[config.mk]
export PLATFORM = sky130hd
export DESIGN_NAME = double_integer_power_unit
export DESIGN_NICKNAME = d
export VERILOG_FILES = /design/src/rtl/dip_pkg.sv /design/src/rtl/dip_fpu.sv /design/src/rtl/dip_datapath.sv /design/src/rtl/dip_ctrl.sv /design/src/rtl/double_integer_power_unit.sv
export SDC_FILE = /design/constraint.sdc
export NUM_CORES = 2
export LEC_CHECK = 0
export BUFFER_PORTS_ARGS = -buffer_cell sky130_fd_sc_hd__buf_2
export CAP_MARGIN = 25
export CORE_MARGIN = 1
export CORE_UTILIZATION = 28
export CTS_BUF_LIST = sky130_fd_sc_hd__clkbuf_4
export CTS_CLUSTER_SIZE = 25
export DETAILED_ROUTE_END_ITERATION = 8
export GPL_TIMING_DRIVEN = 0
export PLACE_DENSITY = 0.44
export SKIP_LAST_GASP = 1
export SLEW_MARGIN = 15
export SYNTH_ARGS = -nofsm -noshare
export SYNTH_HDL_FRONTEND = slang
export SYNTH_SLANG_ARGS = --single-unit
[constraint.sdc]
create_clock -name clock -period 12 [get_ports clock]
set_input_delay 2.4 -clock clock [delete_from_list [all_inputs] [get_ports clock]]
set_output_delay 2.4 -clock clock [all_outputs]
set_load 0.01 [all_outputs]
[src/rtl/dip_pkg.sv]
// Shared types, constants and control bundles for the double integer power unit.
`timescale 1ns / 1ps
package dip_pkg;

   typedef struct packed {
      logic        [63:0] base_bits;
      logic signed [31:0] exponent;
   } req_type;

   typedef struct packed {
      logic [63:0] power_bits;
      logic        invalid;
   } rsp_type;

   typedef enum logic {
      FPU_MUL,
      FPU_RCP
   } fpu_op_type;

   // controller -> datapath
   typedef struct packed {
      logic       load;
      logic       set_one;
      logic       set_invalid;
      logic       set_inf;
      logic       fpu_start;
      fpu_op_type fpu_op;
      logic       b_base;
      logic       acc_write;
      logic       dec_bit;
      logic       emit;
   } cmd_type;

   // datapath -> controller
   typedef struct packed {
      logic neg;
      logic near;
      logic mag_zero;
      logic bit_zero;
      logic bit_set;
      logic acc_zero;
      logic fpu_done;
   } status_type;

   localparam logic [63:0] QUIET_BIT   = 64'h0008_0000_0000_0000;
   localparam logic [63:0] DEFAULT_NAN = 64'hFFF8_0000_0000_0000;
   localparam logic [62:0] INF_MAG     = 63'h7FF0_0000_0000_0000;
   localparam logic [63:0] ONE_BITS    = 64'h3FF0_0000_0000_0000;
   // magnitude of the double nearest 1e-7
   localparam logic [62:0] NEAR_LIMIT  = 63'h3E7A_D7F2_9ABC_AF48;

endpackage

[src/rtl/dip_fpu.sv]
// Multi-cycle IEEE double multiplier and reciprocal unit, round to nearest even.
`timescale 1ns / 1ps
module dip_fpu (
   input  logic               clock,
   input  logic               reset,
   input  logic               start,
   input  dip_pkg::fpu_op_type op,
   input  logic [63:0]        a,
   input  logic [63:0]        b,
   output logic               done,
   output logic [63:0]        result
);
   import dip_pkg::*;

   typedef enum logic [2:0] {
      S_IDLE, S_MUL, S_PRE, S_DIV, S_NORM, S_DENORM, S_ROUND
   } state_type;

   state_type          state_ff, state_in;
   logic               done_ff, done_in;
   logic [63:0]        res_ff, res_in;
   logic               sign_ff, sign_in;
   logic signed [13:0] e_ff, e_in;
   logic [52:0]        ma_ff, ma_in, mb_ff, mb_in;
   logic [105:0]       prod_ff, prod_in;
   logic [53:0]        pp_ff, pp_in;
   logic [5:0]         sh_ff, sh_in;
   logic [54:0]        rem_ff, rem_in;
   logic [55:0]        quo_ff, quo_in;
   logic [5:0]         cnt_ff, cnt_in;

   logic        a_nan, a_inf, a_zero, b_nan, b_inf, b_zero;
   logic [10:0] a_ee, b_ee;
   logic [26:0] x, y;
   logic [54:0] rem_sub, rem_nxt;
   logic        ge;
   logic [55:0] quo_nxt;
   logic signed [13:0] neg_sh;
   logic [6:0]  dsh;
   logic [233:0] ext;
   logic [52:0] m;
   logic        up;
   logic [53:0] mr;
   logic [10:0] ebias;

   assign a_nan  = (&a[62:52]) && (|a[51:0]);
   assign a_inf  = (&a[62:52]) && !(|a[51:0]);
   assign a_zero = (a[62:0] == 63'd0);
   assign b_nan  = (&b[62:52]) && (|b[51:0]);
   assign b_inf  = (&b[62:52]) && !(|b[51:0]);
   assign b_zero = (b[62:0] == 63'd0);
   assign a_ee   = (a[62:52] == 11'd0) ? 11'd1 : a[62:52];
   assign b_ee   = (b[62:52] == 11'd0) ? 11'd1 : b[62:52];

   assign x       = cnt_ff[1] ? {1'b0, ma_ff[52:27]} : ma_ff[26:0];
   assign y       = cnt_ff[0] ? {1'b0, mb_ff[52:27]} : mb_ff[26:0];

   assign ge      = (rem_ff >= {2'b00, mb_ff});
   assign rem_sub = ge ? (rem_ff - {2'b00, mb_ff}) : rem_ff;
   assign rem_nxt = {rem_sub[53:0], 1'b0};
   assign quo_nxt = {quo_ff[54:0], ge};

   assign neg_sh  = 14'sd1 - e_ff;
   assign dsh     = (neg_sh > 14'sd127) ? 7'd127 : neg_sh[6:0];
   assign ext     = {prod_ff, 128'd0} >> dsh;

   assign m     = prod_ff[104:52];
   assign up    = prod_ff[51] && ((|prod_ff[50:0]) || m[0]);
   assign mr    = {1'b0, m} + {53'd0, up};
   assign ebias = e_ff[10:0] - 11'd1;

   always_comb begin
      state_in = state_ff;
      done_in  = 1'b0;
      res_in   = res_ff;
      sign_in  = sign_ff;
      e_in     = e_ff;
      ma_in    = ma_ff;
      mb_in    = mb_ff;
      prod_in  = prod_ff;
      pp_in    = pp_ff;
      sh_in    = sh_ff;
      rem_in   = rem_ff;
      quo_in   = quo_ff;
      cnt_in   = cnt_ff;
      case (state_ff)
         S_IDLE: begin
            if (start) begin
               cnt_in = 6'd0;
               if (op == FPU_MUL) begin
                  sign_in = a[63] ^ b[63];
                  if (a_nan) begin
                     res_in = a | QUIET_BIT; done_in = 1'b1;
                  end else if (b_nan) begin
                     res_in = b | QUIET_BIT; done_in = 1'b1;
                  end else if ((a_inf && b_zero) || (b_inf && a_zero)) begin
                     res_in = DEFAULT_NAN; done_in = 1'b1;
                  end else if (a_inf || b_inf) begin
                     res_in = {a[63] ^ b[63], INF_MAG}; done_in = 1'b1;
                  end else if (a_zero || b_zero) begin
                     res_in = {a[63] ^ b[63], 63'd0}; done_in = 1'b1;
                  end else begin
                     ma_in    = {a[62:52] != 11'd0, a[51:0]};
                     mb_in    = {b[62:52] != 11'd0, b[51:0]};
                     e_in     = $signed({3'b000, a_ee}) + $signed({3'b000, b_ee})
                                - 14'sd1023;
                     prod_in  = 106'd0;
                     state_in = S_MUL;
                  end
               end else begin
                  sign_in = a[63];
                  if (a_nan) begin
                     res_in = a | QUIET_BIT; done_in = 1'b1;
                  end else if (a_inf) begin
                     res_in = {a[63], 63'd0}; done_in = 1'b1;
                  end else if (a_zero) begin
                     res_in = {a[63], INF_MAG}; done_in = 1'b1;
                  end else begin
                     mb_in    = {a[62:52] != 11'd0, a[51:0]};
                     e_in     = $signed({3'b000, a_ee});
                     state_in = S_PRE;
                  end
               end
            end
         end
         S_MUL: begin
            // one 27x27 partial product per cycle, registered and accumulated in the next cycle
            pp_in  = x * y;
            sh_in  = (cnt_ff[1] ? 6'd27 : 6'd0) + (cnt_ff[0] ? 6'd27 : 6'd0);
            if (cnt_ff != 6'd0)
               prod_in = prod_ff + ({52'd0, pp_ff} << sh_ff);
            cnt_in = cnt_ff + 6'd1;
            if (cnt_ff == 6'd4)
               state_in = S_NORM;
         end
         S_PRE: begin
            if (mb_ff[52]) begin
               rem_in   = {2'b00, 1'b1, 52'd0};
               quo_in   = 56'd0;
               e_in     = 14'sd2046 - e_ff;
               state_in = S_DIV;
            end else if (mb_ff[52:45] == 8'd0) begin
               mb_in = {mb_ff[44:0], 8'd0};
               e_in  = e_ff - 14'sd8;
            end else begin
               mb_in = {mb_ff[51:0], 1'b0};
               e_in  = e_ff - 14'sd1;
            end
         end
         S_DIV: begin
            rem_in = rem_nxt;
            quo_in = quo_nxt;
            cnt_in = cnt_ff + 6'd1;
            if (cnt_ff == 6'd55) begin
               prod_in  = {1'b0, quo_nxt, 48'd0, rem_nxt != 55'd0};
               state_in = S_NORM;
            end
         end
         S_NORM: begin
            if (prod_ff[105]) begin
               prod_in  = {1'b0, prod_ff[105:2], prod_ff[1] | prod_ff[0]};
               e_in     = e_ff + 14'sd1;
               state_in = S_DENORM;
            end else if (prod_ff[104]) begin
               state_in = S_DENORM;
            end else if (prod_ff[104:97] == 8'd0) begin
               prod_in = {prod_ff[97:0], 8'd0};
               e_in    = e_ff - 14'sd8;
            end else begin
               prod_in = {prod_ff[104:0], 1'b0};
               e_in    = e_ff - 14'sd1;
            end
         end
         S_DENORM: begin
            // subnormal result: shift right, fold lost bits into sticky
            if (e_ff < 14'sd1) begin
               prod_in = {ext[233:129], ext[128] | (|ext[127:0])};
               e_in    = 14'sd1;
            end
            state_in = S_ROUND;
         end
         S_ROUND: begin
            if (e_ff > 14'sd2046)
               res_in = {sign_ff, INF_MAG};
            else
               res_in = {sign_ff, ebias, 52'd0} + {10'd0, mr};
            done_in  = 1'b1;
            state_in = S_IDLE;
         end
         default: state_in = S_IDLE;
      endcase
   end

   always_ff @(posedge clock) begin
      if (reset) begin
         state_ff <= S_IDLE;
         done_ff  <= 1'b0;
      end else begin
         state_ff <= state_in;
         done_ff  <= done_in;
      end
      res_ff  <= res_in;
      sign_ff <= sign_in;
      e_ff    <= e_in;
      ma_ff   <= ma_in;
      mb_ff   <= mb_in;
      prod_ff <= prod_in;
      pp_ff   <= pp_in;
      sh_ff   <= sh_in;
      rem_ff  <= rem_in;
      quo_ff  <= quo_in;
      cnt_ff  <= cnt_in;
   end

   assign done   = done_ff;
   assign result = res_ff;

endmodule

[src/rtl/dip_datapath.sv]
// Datapath: operand registers, exponent scan, accumulator and the shared FPU.
`timescale 1ns / 1ps
module dip_datapath (
   input  logic                clock,
   input  logic                reset,
   input  dip_pkg::req_type    req_data,
   input  dip_pkg::cmd_type    cmd,
   output dip_pkg::status_type status,
   output dip_pkg::rsp_type    rsp_data
);
   import dip_pkg::*;

   logic [63:0] base_ff, base_in, acc_ff, acc_in;
   logic [31:0] mag_ff, mag_in;
   logic        neg_ff, neg_in, near_ff, near_in, inval_ff, inval_in;
   logic [4:0]  bit_ff, bit_in;
   rsp_type     rsp_ff, rsp_in;
   logic [31:0] e_raw, mag_new;
   logic [4:0]  top;
   logic        fpu_done;
   logic [63:0] fpu_res;

   assign e_raw   = req_data.exponent;
   assign mag_new = e_raw[31] ? (32'd0 - e_raw) : e_raw;

   always_comb begin
      top = 5'd0;
      for (int i = 0; i < 32; i++)
         if (mag_new[i]) top = 5'(i);
   end

   dip_fpu u_fpu (
      .clock  (clock),
      .reset  (reset),
      .start  (cmd.fpu_start),
      .op     (cmd.fpu_op),
      .a      (acc_ff),
      .b      (cmd.b_base ? base_ff : acc_ff),
      .done   (fpu_done),
      .result (fpu_res)
   );

   always_comb begin
      base_in  = base_ff;
      acc_in   = acc_ff;
      mag_in   = mag_ff;
      neg_in   = neg_ff;
      near_in  = near_ff;
      inval_in = inval_ff;
      bit_in   = bit_ff;
      rsp_in   = rsp_ff;
      if (cmd.load) begin
         base_in  = req_data.base_bits;
         acc_in   = req_data.base_bits;
         mag_in   = mag_new;
         neg_in   = e_raw[31];
         near_in  = (req_data.base_bits[62:0] < NEAR_LIMIT);
         inval_in = 1'b0;
         bit_in   = top;
      end
      if (cmd.set_one)     acc_in = ONE_BITS;
      if (cmd.set_inf)     acc_in = {acc_ff[63], INF_MAG};
      if (cmd.set_invalid) begin
         acc_in   = 64'd0;
         inval_in = 1'b1;
      end
      if (cmd.acc_write)   acc_in = fpu_res;
      if (cmd.dec_bit)     bit_in = bit_ff - 5'd1;
      if (cmd.emit) begin
         rsp_in.power_bits = acc_ff;
         rsp_in.invalid    = inval_ff;
      end
   end

   always_ff @(posedge clock) begin
      if (reset) begin
         rsp_ff <= '0;
      end else begin
         rsp_ff <= rsp_in;
      end
      base_ff  <= base_in;
      acc_ff   <= acc_in;
      mag_ff   <= mag_in;
      neg_ff   <= neg_in;
      near_ff  <= near_in;
      inval_ff <= inval_in;
      bit_ff   <= bit_in;
   end

   assign status.neg      = neg_ff;
   assign status.near     = near_ff;
   assign status.mag_zero = (mag_ff == 32'd0);
   assign status.bit_zero = (bit_ff == 5'd0);
   assign status.bit_set  = mag_ff[bit_ff];
   assign status.acc_zero = (acc_ff[62:0] == 63'd0);
   assign status.fpu_done = fpu_done;
   assign rsp_data        = rsp_ff;

endmodule

[src/rtl/dip_ctrl.sv]
// Controller: sequences squarings, base multiplies, reciprocal and handshakes.
`timescale 1ns / 1ps
module dip_ctrl (
   input  logic                clock,
   input  logic                reset,
   input  logic                req_valid,
   output logic                req_stall,
   output logic                rsp_valid,
   input  logic                rsp_stall,
   input  dip_pkg::status_type status,
   output dip_pkg::cmd_type    cmd
);
   import dip_pkg::*;

   typedef enum logic [3:0] {
      IDLE, CHECK, LOOP, SQR_WAIT, MULB, MULB_WAIT, POST, RCP_WAIT, FINISH
   } state_type;

   state_type state_ff, state_in;
   logic      rsp_valid_ff, rsp_valid_in;

   always_comb begin
      state_in = state_ff;
      cmd      = '0;
      cmd.fpu_op = FPU_MUL;
      case (state_ff)
         IDLE: begin
            if (req_valid) begin
               cmd.load = 1'b1;
               state_in = CHECK;
            end
         end
         CHECK: begin
            if (status.neg && status.near) begin
               cmd.set_invalid = 1'b1;
               state_in        = FINISH;
            end else if (status.mag_zero) begin
               cmd.set_one = 1'b1;
               state_in    = FINISH;
            end else begin
               state_in = LOOP;
            end
         end
         LOOP: begin
            if (status.bit_zero) begin
               state_in = POST;
            end else begin
               cmd.fpu_start = 1'b1;
               cmd.dec_bit   = 1'b1;
               state_in      = SQR_WAIT;
            end
         end
         SQR_WAIT: begin
            if (status.fpu_done) begin
               cmd.acc_write = 1'b1;
               state_in      = status.bit_set ? MULB : LOOP;
            end
         end
         MULB: begin
            cmd.fpu_start = 1'b1;
            cmd.b_base    = 1'b1;
            state_in      = MULB_WAIT;
         end
         MULB_WAIT: begin
            if (status.fpu_done) begin
               cmd.acc_write = 1'b1;
               state_in      = LOOP;
            end
         end
         POST: begin
            if (!status.neg) begin
               state_in = FINISH;
            end else if (status.acc_zero) begin
               cmd.set_inf = 1'b1;
               state_in    = FINISH;
            end else begin
               cmd.fpu_start = 1'b1;
               cmd.fpu_op    = FPU_RCP;
               state_in      = RCP_WAIT;
            end
         end
         RCP_WAIT: begin
            if (status.fpu_done) begin
               cmd.acc_write = 1'b1;
               state_in      = FINISH;
            end
         end
         FINISH: begin
            if (!rsp_valid_ff || !rsp_stall) begin
               cmd.emit = 1'b1;
               state_in = IDLE;
            end
         end
         default: state_in = IDLE;
      endcase
      rsp_valid_in = cmd.emit ? 1'b1 : (rsp_valid_ff && rsp_stall);
   end

   always_ff @(posedge clock) begin
      if (reset) begin
         state_ff     <= IDLE;
         rsp_valid_ff <= 1'b0;
      end else begin
         state_ff     <= state_in;
         rsp_valid_ff <= rsp_valid_in;
      end
   end

   assign req_stall = (state_ff != IDLE);
   assign rsp_valid = rsp_valid_ff;

endmodule

[src/rtl/double_integer_power_unit.sv]
// Top level of the double integer power unit: controller plus datapath.
// Latency grows with the number of squarings and base multiplies, and a
// reciprocal follows when the exponent is negative; subnormal operands
// need extra normalize shifts.
// Throughput: one transaction at a time, set by the shared multi-cycle FPU
// (partial-product multiply, bit-serial reciprocal).
// Reset: synchronous, active high; clears the controller, FPU and output state.
`timescale 1ns / 1ps
module double_integer_power_unit (
   input  logic             clock,
   input  logic             reset,
   input  logic             req_valid,
   output logic             req_stall,
   input  dip_pkg::req_type req_data,
   output logic             rsp_valid,
   input  logic             rsp_stall,
   output dip_pkg::rsp_type rsp_data
);
   import dip_pkg::*;

   cmd_type    cmd;
   status_type status;

   // sequencer: accept in idle, walk exponent bits, hold result until taken
   dip_ctrl u_ctrl (
      .clock     (clock),
      .reset     (reset),
      .req_valid (req_valid),
      .req_stall (req_stall),
      .rsp_valid (rsp_valid),
      .rsp_stall (rsp_stall),
      .status    (status),
      .cmd       (cmd)
   );

   // arithmetic: accumulator, base, exponent magnitude, FPU, output payload
   dip_datapath u_datapath (
      .clock    (clock),
      .reset    (reset),
      .req_data (req_data),
      .cmd      (cmd),
      .status   (status),
      .rsp_data (rsp_data)
   );

endmodule

# After elaboration in Yosys (flattened, before gate mapping)
# Index checks and enable logic that the tools add are counted.
[word_totals] output_inout_bits=67 elab_cells=340 ff_bits=709
[op_classes] eq_ne=45 order_cmp=6 n_reduce_logical=63 n_shift=2 multipliers=1 n_mux=171 n_bitwise=9 n_addsub=16
[op_table] operator="$mux 106" count=13
[op_table] operator="$mux 64" count=17
[op_table] operator="$mux 53" count=12
[op_table] operator="$pmux 106 s5" count=1
[op_table] operator="$shr 234x7->234" count=1
[op_table] operator="$mux 14" count=16
[op_table] operator="$pmux 55 s2" count=2
[op_table] operator="$pmux 64 s2" count=1
[op_table] operator="$reduce_or 128->1" count=1
[op_table] operator="$logic_not 63->1" count=2
[op_table] operator="$mux 55" count=2
[op_table] operator="$add 106x106->106" count=1
[op_table] operator="$pmux 53 s2" count=1
[op_table] operator="$shl 54x6->106" count=1
[op_table] operator="$reduce_or 52->1" count=2
[op_table] operator="$mux 5" count=20
[op_table] operator="$mux 4" count=17
[op_table] operator="$mux 3" count=22
[op_table] operator="$add 64x54->64" count=1
[op_table] operator="$lt 63x62->1 const B" count=1
[op_table] operator="$pmux 14 s4" count=1
[op_table] operator="$ge 55x53->1" count=1
[op_table] operator="$reduce_bool 55->1" count=1
[op_table] operator="$add 53x1->54" count=1
[op_table] operator="75 further kinds" count=175

# Logic depth before layout (Yosys ltp)
[depth] depth_word=35 depth_mapped=36

# Cells and area by module
# A second synthesis with hierarchy kept.
[hier_totals] hier_cells=9557 hier_area_um2=81592.0
[modules_own_cells] mod="dip_fpu" area_each_um2=69621.8 instances=1 cells_per_inst=8539 seq_area_each_um2=13983.4
[modules_own_cells] mod="dip_datapath" area_each_um2=11472.3 instances=1 cells_per_inst=952 seq_area_each_um2=6336.1
[modules_own_cells] mod="dip_ctrl" area_each_um2=498.0 instances=1 cells_per_inst=66 seq_area_each_um2=100.1

# Worst setup path after synthesis
# OpenSTA, ideal clock, no wires.
[synth_path] path_type="flip-flop to flip-flop" from="register u_datapath.u_fpu.e_ff[1]" to="register u_datapath.u_fpu.prod_ff[0], enable pin" setup_ps=725 setup_slack_ps=881 arrival_ps=10394 path_stages_with_launch=12 t_required_ps=11275 cell_sequence="edfxtp_1 > buf_2 > buf_1 > clkbuf_1 > inv_1 > clkbuf_1 > ha_1 > nor2b_1 > nand2_1 > o41ai_1 > and3_1 > a21boi_0"
[synth_between] elab_chain_cells=3
[synth_lines] element="start: declaration" line_no="dip_fpu.sv:23" text="logic signed [13:0] e_ff, e_in;"
[synth_lines] element="start signal: assignment" line_no="dip_fpu.sv:204" text="e_ff <= e_in;"
[synth_lines] element="$lt 14x2->1" line_no="dip_fpu.sv:176" text="if (e_ff < 14'sd1) begin"
[synth_lines] element="$ne 2x2->1 (no source line)"
[synth_lines] element="$reduce_and 12->1 (no source line)"
[synth_lines] element="end signal: assignment" line_no="dip_fpu.sv:207" text="prod_ff <= prod_in;"
[synth_lines] element="end: declaration" line_no="dip_fpu.sv:25" text="logic [105:0] prod_ff, prod_in;"
# No other way between the ends.
# A chain may end at the register's enable or synchronous reset.

# Final worst setup path
[layout_path] from="register u_datapath.u_fpu.cnt_ff[1]" to="register u_datapath.u_fpu.pp_ff[53] (data pin)"
[layout_between] elab_chain_cells=2
[layout_lines] element="start: declaration" line_no="dip_fpu.sv:30" text="logic [5:0] cnt_ff, cnt_in;"
[layout_lines] element="start signal: assignment" line_no="dip_fpu.sv:212" text="cnt_ff <= cnt_in;"
[layout_lines] element="$mux 27" line_no="dip_fpu.sv:55" text="assign x = cnt_ff[1] ? {1'b0, ma_ff[52:27]} : ma_ff[26:0];"
[layout_lines] element="$mul 27x27->54" line_no="dip_fpu.sv:128" text="pp_in = x * y;"
[layout_lines] element="end signal: assignment" line_no="dip_fpu.sv:208" text="pp_ff <= pp_in;"
[layout_lines] element="end: declaration" line_no="dip_fpu.sv:26" text="logic [53:0] pp_ff, pp_in;"
# No other way between the ends.

==> results.md <==
- Worst setup EP type: flop
- Final Wtd Congestion: 1.02
- Min-Delay Path Depth: 2
- Shortest clock period the worst path allows after layout: 11.63 ns
- Proportion of synthesized area in mux cells: 6.38%
- Adder and majority gate portion of the synthesized area: 21.1%
- Detailed-route vias per instance: between 5 and 6
- WP data required: between 10 and 15 ns
- Global-route congestion overflow total: 0
- Pin count of the biggest net entering global routing: 70
- Worst setup timing slack at the placement stage: -0.0769 ns
- Die Outline Area: ~300000 sq um
- Clock tree skew after final layout: 0.172 ns
- Post-synth top flop: sky130_fd_sc_hd__edfxtp_1
- First-pass GRT wire length: 701000 um
- Number of buffers created by CTS: 216
- Status: finished clean
- Start point of the worst min-delay path: u_datapath.rsp_data[16]$_SDFFE_PP0P_
- Core region area: 292000 sq um
- Cell row count: 198
- Worst EP arrival: about 13 ns
- Via count: 84734
- Portion of synthesized cell area occupied by the leading cell type: 23.0%
- Synth Area in Compound Gates: 20.1%
- Crit start category: flop
- Maximum buffer depth of the clock tree: 4
- Clock transition at path regs: roughly 0.060 ns
- Proportion of synthesized chip area in sequential cells: 24.8%
- Async S/R FF share, synth: 0%
- Type of the worst setup path: flop to flop
- Final cycle utilization of the critical path: 96.9%
- Dominant combinational cell family by area after synthesis: adder cells
- Later-pin clock latency in the skew report: 1.33 ns
- Top cells by area, synth: sky130_fd_sc_hd__edfxtp_1 23%, sky130_fd_sc_hd__fa_1 15%, sky130_fd_sc_hd__nand2_1 5.9%
- Dominant cell type by count on the critical path: sky130_fd_sc_hd__fa_1
- Xor and xnor fraction of the mapped netlist area: 3.46%
- Biggest area consumer among synthesized cells: sky130_fd_sc_hd__edfxtp_1
- Warnings, synthesis: 0
- RR Startpoint: u_datapath.u_fpu.cnt_ff[1]$_SDFFCE_PN0P_
- Final hold violation count: 0
- Slowest cell on the critical path: sky130_fd_sc_hd__mux2i_1
- Transition time at the pin with the least slew margin: 1.44 ns
- Final count of negative-setup-slack endpoints: 0
- Hold Crit Class: flop to flop
- Post-Synth Simple-Gate Area: 16.3%
- End of the worst hold path: u_datapath.rsp_data[16]$_SDFFE_PP0P_
- Die boundary height: 544 um
- CTS H-Tree Depth: 4
- Net Count, Synth: approximately 11000
- Tot GR Track Use: 34.2%
- Layout Nets: around 11000
- Maximum net fanout on the critical path: 10
- Number of max-slew violations in the final report: 0
- Slowest Stage Delay on Critical Path: 0.73 ns
- Netlist cell types: between 100 and 150
- Setup TNS after final layout: 0 ns
- Synthesized area per cell: 8.51 sq um
- Post-synthesis cell count: 9657
- Detailed-placement wirelength estimate: 429000 um
- Worst rel slew slack: roughly 3.9%
- DRC Markers: 0
- Netlist area before placement: around 82000 sq um
- Routed wirelength normalized by instance count: 36.3 um
- Count of input and output buffers: 165
- Highest clock frequency the design can meet: 86.0 MHz
- Layout-stage area growth over the synthesis result: 13.1%
- Number of antenna violations at the first check in global routing: between 40 and 50
- Total wire length after detailed routing: a little over 500000 um
- Initial drt markers: approximately 11000
- Post-layout instance area: 93000 sq um
- TritonCTS clock tree: built
- Placement-stage cell area: roughly 90000 sq um
- CTS sink count: 705
- Number of global-route vias before repair: 82505
- Cell depth of the worst flop-to-flop path: 32
- Clock root buffer: sky130_fd_sc_hd__clkbuf_4
- Fraction of final layout cells sized beyond drive strength 1: 10.2%
- #FFs+latches synth: 705
- Count of max-cap constraint violations: 0
- Antenna violation net count after detailed routing: 0
- IO Pins: between 150 and 200
- Die X-Extent: 544 um
- Initial standard-cell utilization of the core: 28.2%
- Final core area utilization: 31.9%
- Reg2reg setup slack: 0.37 ns
- EDFF count, synth: 630
- Length of the first detailed-routing pass in iterations: 9
- Reg-to-reg endpoint: u_datapath.u_fpu.pp_ff[53]$_DFFE_PP_
- Final worst slack: 0.373 ns
[flip-flops by register name, indices dropped and copies added, names as in the netlist, 3 cells and up]
name,flops
u_datapath.u_fpu.prod_ff,106
u_datapath.rsp_data,65
u_datapath.acc_ff,64
u_datapath.base_ff,64
u_datapath.u_fpu.result,64
u_datapath.u_fpu.quo_ff,55
u_datapath.u_fpu.pp_ff,54
u_datapath.u_fpu.rem_ff,54
u_datapath.u_fpu.ma_ff,53
u_datapath.u_fpu.mb_ff,53
u_datapath.mag_ff,32
u_datapath.u_fpu.e_ff,14
u_datapath.u_fpu.cnt_ff,6
u_datapath.bit_ff,5
u_ctrl.state_ff,4
u_datapath.u_fpu.sh_ff,3
u_datapath.u_fpu.state_ff,3
[stage by stage]
step           cells  hold WS [ns]
3_5_place_dp   13854         0.446
5_1_grt        14277         0.471
6_report       14295         0.456
2_1_floorplan   9657         0.423
4_1_cts        14247         0.443
3_3_place_gp   13722         0.448
[critical path: cells and delay by family (launching register included)]
family / cells / cell delay [ns]
adder cells (fa/ha/maj): 8 / 4.22
AO/OA/AOI/OAI: 14 / 3.68
buffers and inverters: 7 / 1.89
multiplexers: 1 / 0.73
flip-flops: 1 / 0.36
XOR/XNOR: 1 / 0.31
AND/OR/NAND/NOR: 1 / 0.14
[cell usage in the layout, fill, tap and decap left out, types with 82 or more instances in the layout]
cell type and instances:
sky130_fd_sc_hd__a211oi_1 89, sky130_fd_sc_hd__a21o_1 157, sky130_fd_sc_hd__a21oi_1 643, sky130_fd_sc_hd__a22oi_1 115, sky130_fd_sc_hd__a31oi_1 104, sky130_fd_sc_hd__and3_1 110, sky130_fd_sc_hd__buf_1 87, sky130_fd_sc_hd__buf_2 267
sky130_fd_sc_hd__clkbuf_1 517, sky130_fd_sc_hd__clkbuf_4 323, sky130_fd_sc_hd__edfxtp_1 630, sky130_fd_sc_hd__fa_1 627, sky130_fd_sc_hd__ha_1 386, sky130_fd_sc_hd__inv_1 942, sky130_fd_sc_hd__mux2_2 90, sky130_fd_sc_hd__mux2i_1 304
sky130_fd_sc_hd__nand2_1 1289, sky130_fd_sc_hd__nand3_1 106, sky130_fd_sc_hd__nand4_1 112, sky130_fd_sc_hd__nor2_1 814, sky130_fd_sc_hd__nor3_1 117, sky130_fd_sc_hd__nor4_1 96, sky130_fd_sc_hd__o211ai_1 82, sky130_fd_sc_hd__o21ai_0 419
sky130_fd_sc_hd__o22ai_1 159, sky130_fd_sc_hd__xnor2_1 202, sky130_fd_sc_hd__xor2_1 119
[layer usage]
layer  global-route usage (%)  wire length (um)  vias to the layer above
met3                     7.26             48400                      884
met1                     46.9            223000                    43423
li1                         -                 -                    35483
met4                     15.2             26000                       14
met5                        0               121                        -
met2                     51.5            221000                     4930
[synth_stat cells, types with 75 or more instances]
cell type	n
sky130_fd_sc_hd__mux2i_1	326
sky130_fd_sc_hd__a21oi_1	644
sky130_fd_sc_hd__and3_1	110
sky130_fd_sc_hd__xor2_1	120
sky130_fd_sc_hd__nand4_1	112
sky130_fd_sc_hd__nand3_1	106
sky130_fd_sc_hd__mux2_2	90
sky130_fd_sc_hd__nor2_1	817
sky130_fd_sc_hd__nand2_1	1291
sky130_fd_sc_hd__xnor2_1	205
sky130_fd_sc_hd__a211oi_1	96
sky130_fd_sc_hd__clkbuf_1	544
sky130_fd_sc_hd__o211ai_1	82
sky130_fd_sc_hd__nor4_1	98
sky130_fd_sc_hd__ha_1	386
sky130_fd_sc_hd__a22oi_1	115
sky130_fd_sc_hd__nor3_1	124
sky130_fd_sc_hd__o22ai_1	159
sky130_fd_sc_hd__edfxtp_1	630
sky130_fd_sc_hd__inv_1	943
sky130_fd_sc_hd__a21o_1	157
sky130_fd_sc_hd__fa_1	627
sky130_fd_sc_hd__a31oi_1	104
sky130_fd_sc_hd__o21ai_0	426
sky130_fd_sc_hd__buf_1	92
sky130_fd_sc_hd__dfxtp_1	75
[worst max-delay path by stage]
stage / startpoint / endpoint / slack, ns / cells past startpoint
6_report: u_datapath.u_fpu.cnt_ff[1]$_SDFFCE_PN0P_ / u_datapath.u_fpu.pp_ff[53]$_DFFE_PP_ / 0.37 / 32
4_1_cts: u_datapath.u_fpu.cnt_ff[1]$_SDFFCE_PN0P_ / u_datapath.u_fpu.pp_ff[53]$_DFFE_PP_ / 0.04 / 32
3_3_place_gp: u_datapath.acc_ff[41]$_DFFE_PP_ / u_datapath.u_fpu.prod_ff[6]$_DFFE_PP_ / -7.05 / 8
2_1_floorplan: u_datapath.u_fpu.e_ff[1]$_DFFE_PP_ / u_datapath.u_fpu.prod_ff[0]$_DFFE_PP_ / 0.88 / 11
5_1_grt: u_datapath.u_fpu.cnt_ff[0]$_SDFFCE_PN0P_ / u_datapath.u_fpu.pp_ff[53]$_DFFE_PP_ / -0.003 / 32
3_5_place_dp: u_datapath.u_fpu.cnt_ff[1]$_SDFFCE_PN0P_ / u_datapath.u_fpu.pp_ff[53]$_DFFE_PP_ / -0.08 / 33
[cell type report]
type / instances / area [sq um]
fillers: 31240 / 199000
multi-input cells: 7287 / 55900
flip-flops and latches: 705 / 20400
well taps: 3900 / 4880
inverters: 946 / 3560
plain buffers: 713 / 2850
repair buffers: 313 / 2480
clock buffers: 319 / 2390
clock inverters: 75 / 392
diodes: 37 / 92.6
[what timing repair did]
action / 4_1_cts / 5_1_grt
resized for setup: 2 / 36
endpoints found under the hold margin: 0 / 0
setup endpoints to repair: 2 / 3
hold buffers: 0 / 0
setup buffers: 0 / 0
cloned: 0 / 0
[cell families after synthesis]
group                      Yosys count
and+or+nand+nor                   2992
AOI/OAI and AO/OA                 2498
buffers and inverters             1665
adders and majority gates         1013
DFF                                705
muxes                              459
xor gates and xnor gates           325
Power is left out: the tool's default activity adds up to more than one toggle a clock period on the data nets, which glitch-free logic cannot reach.
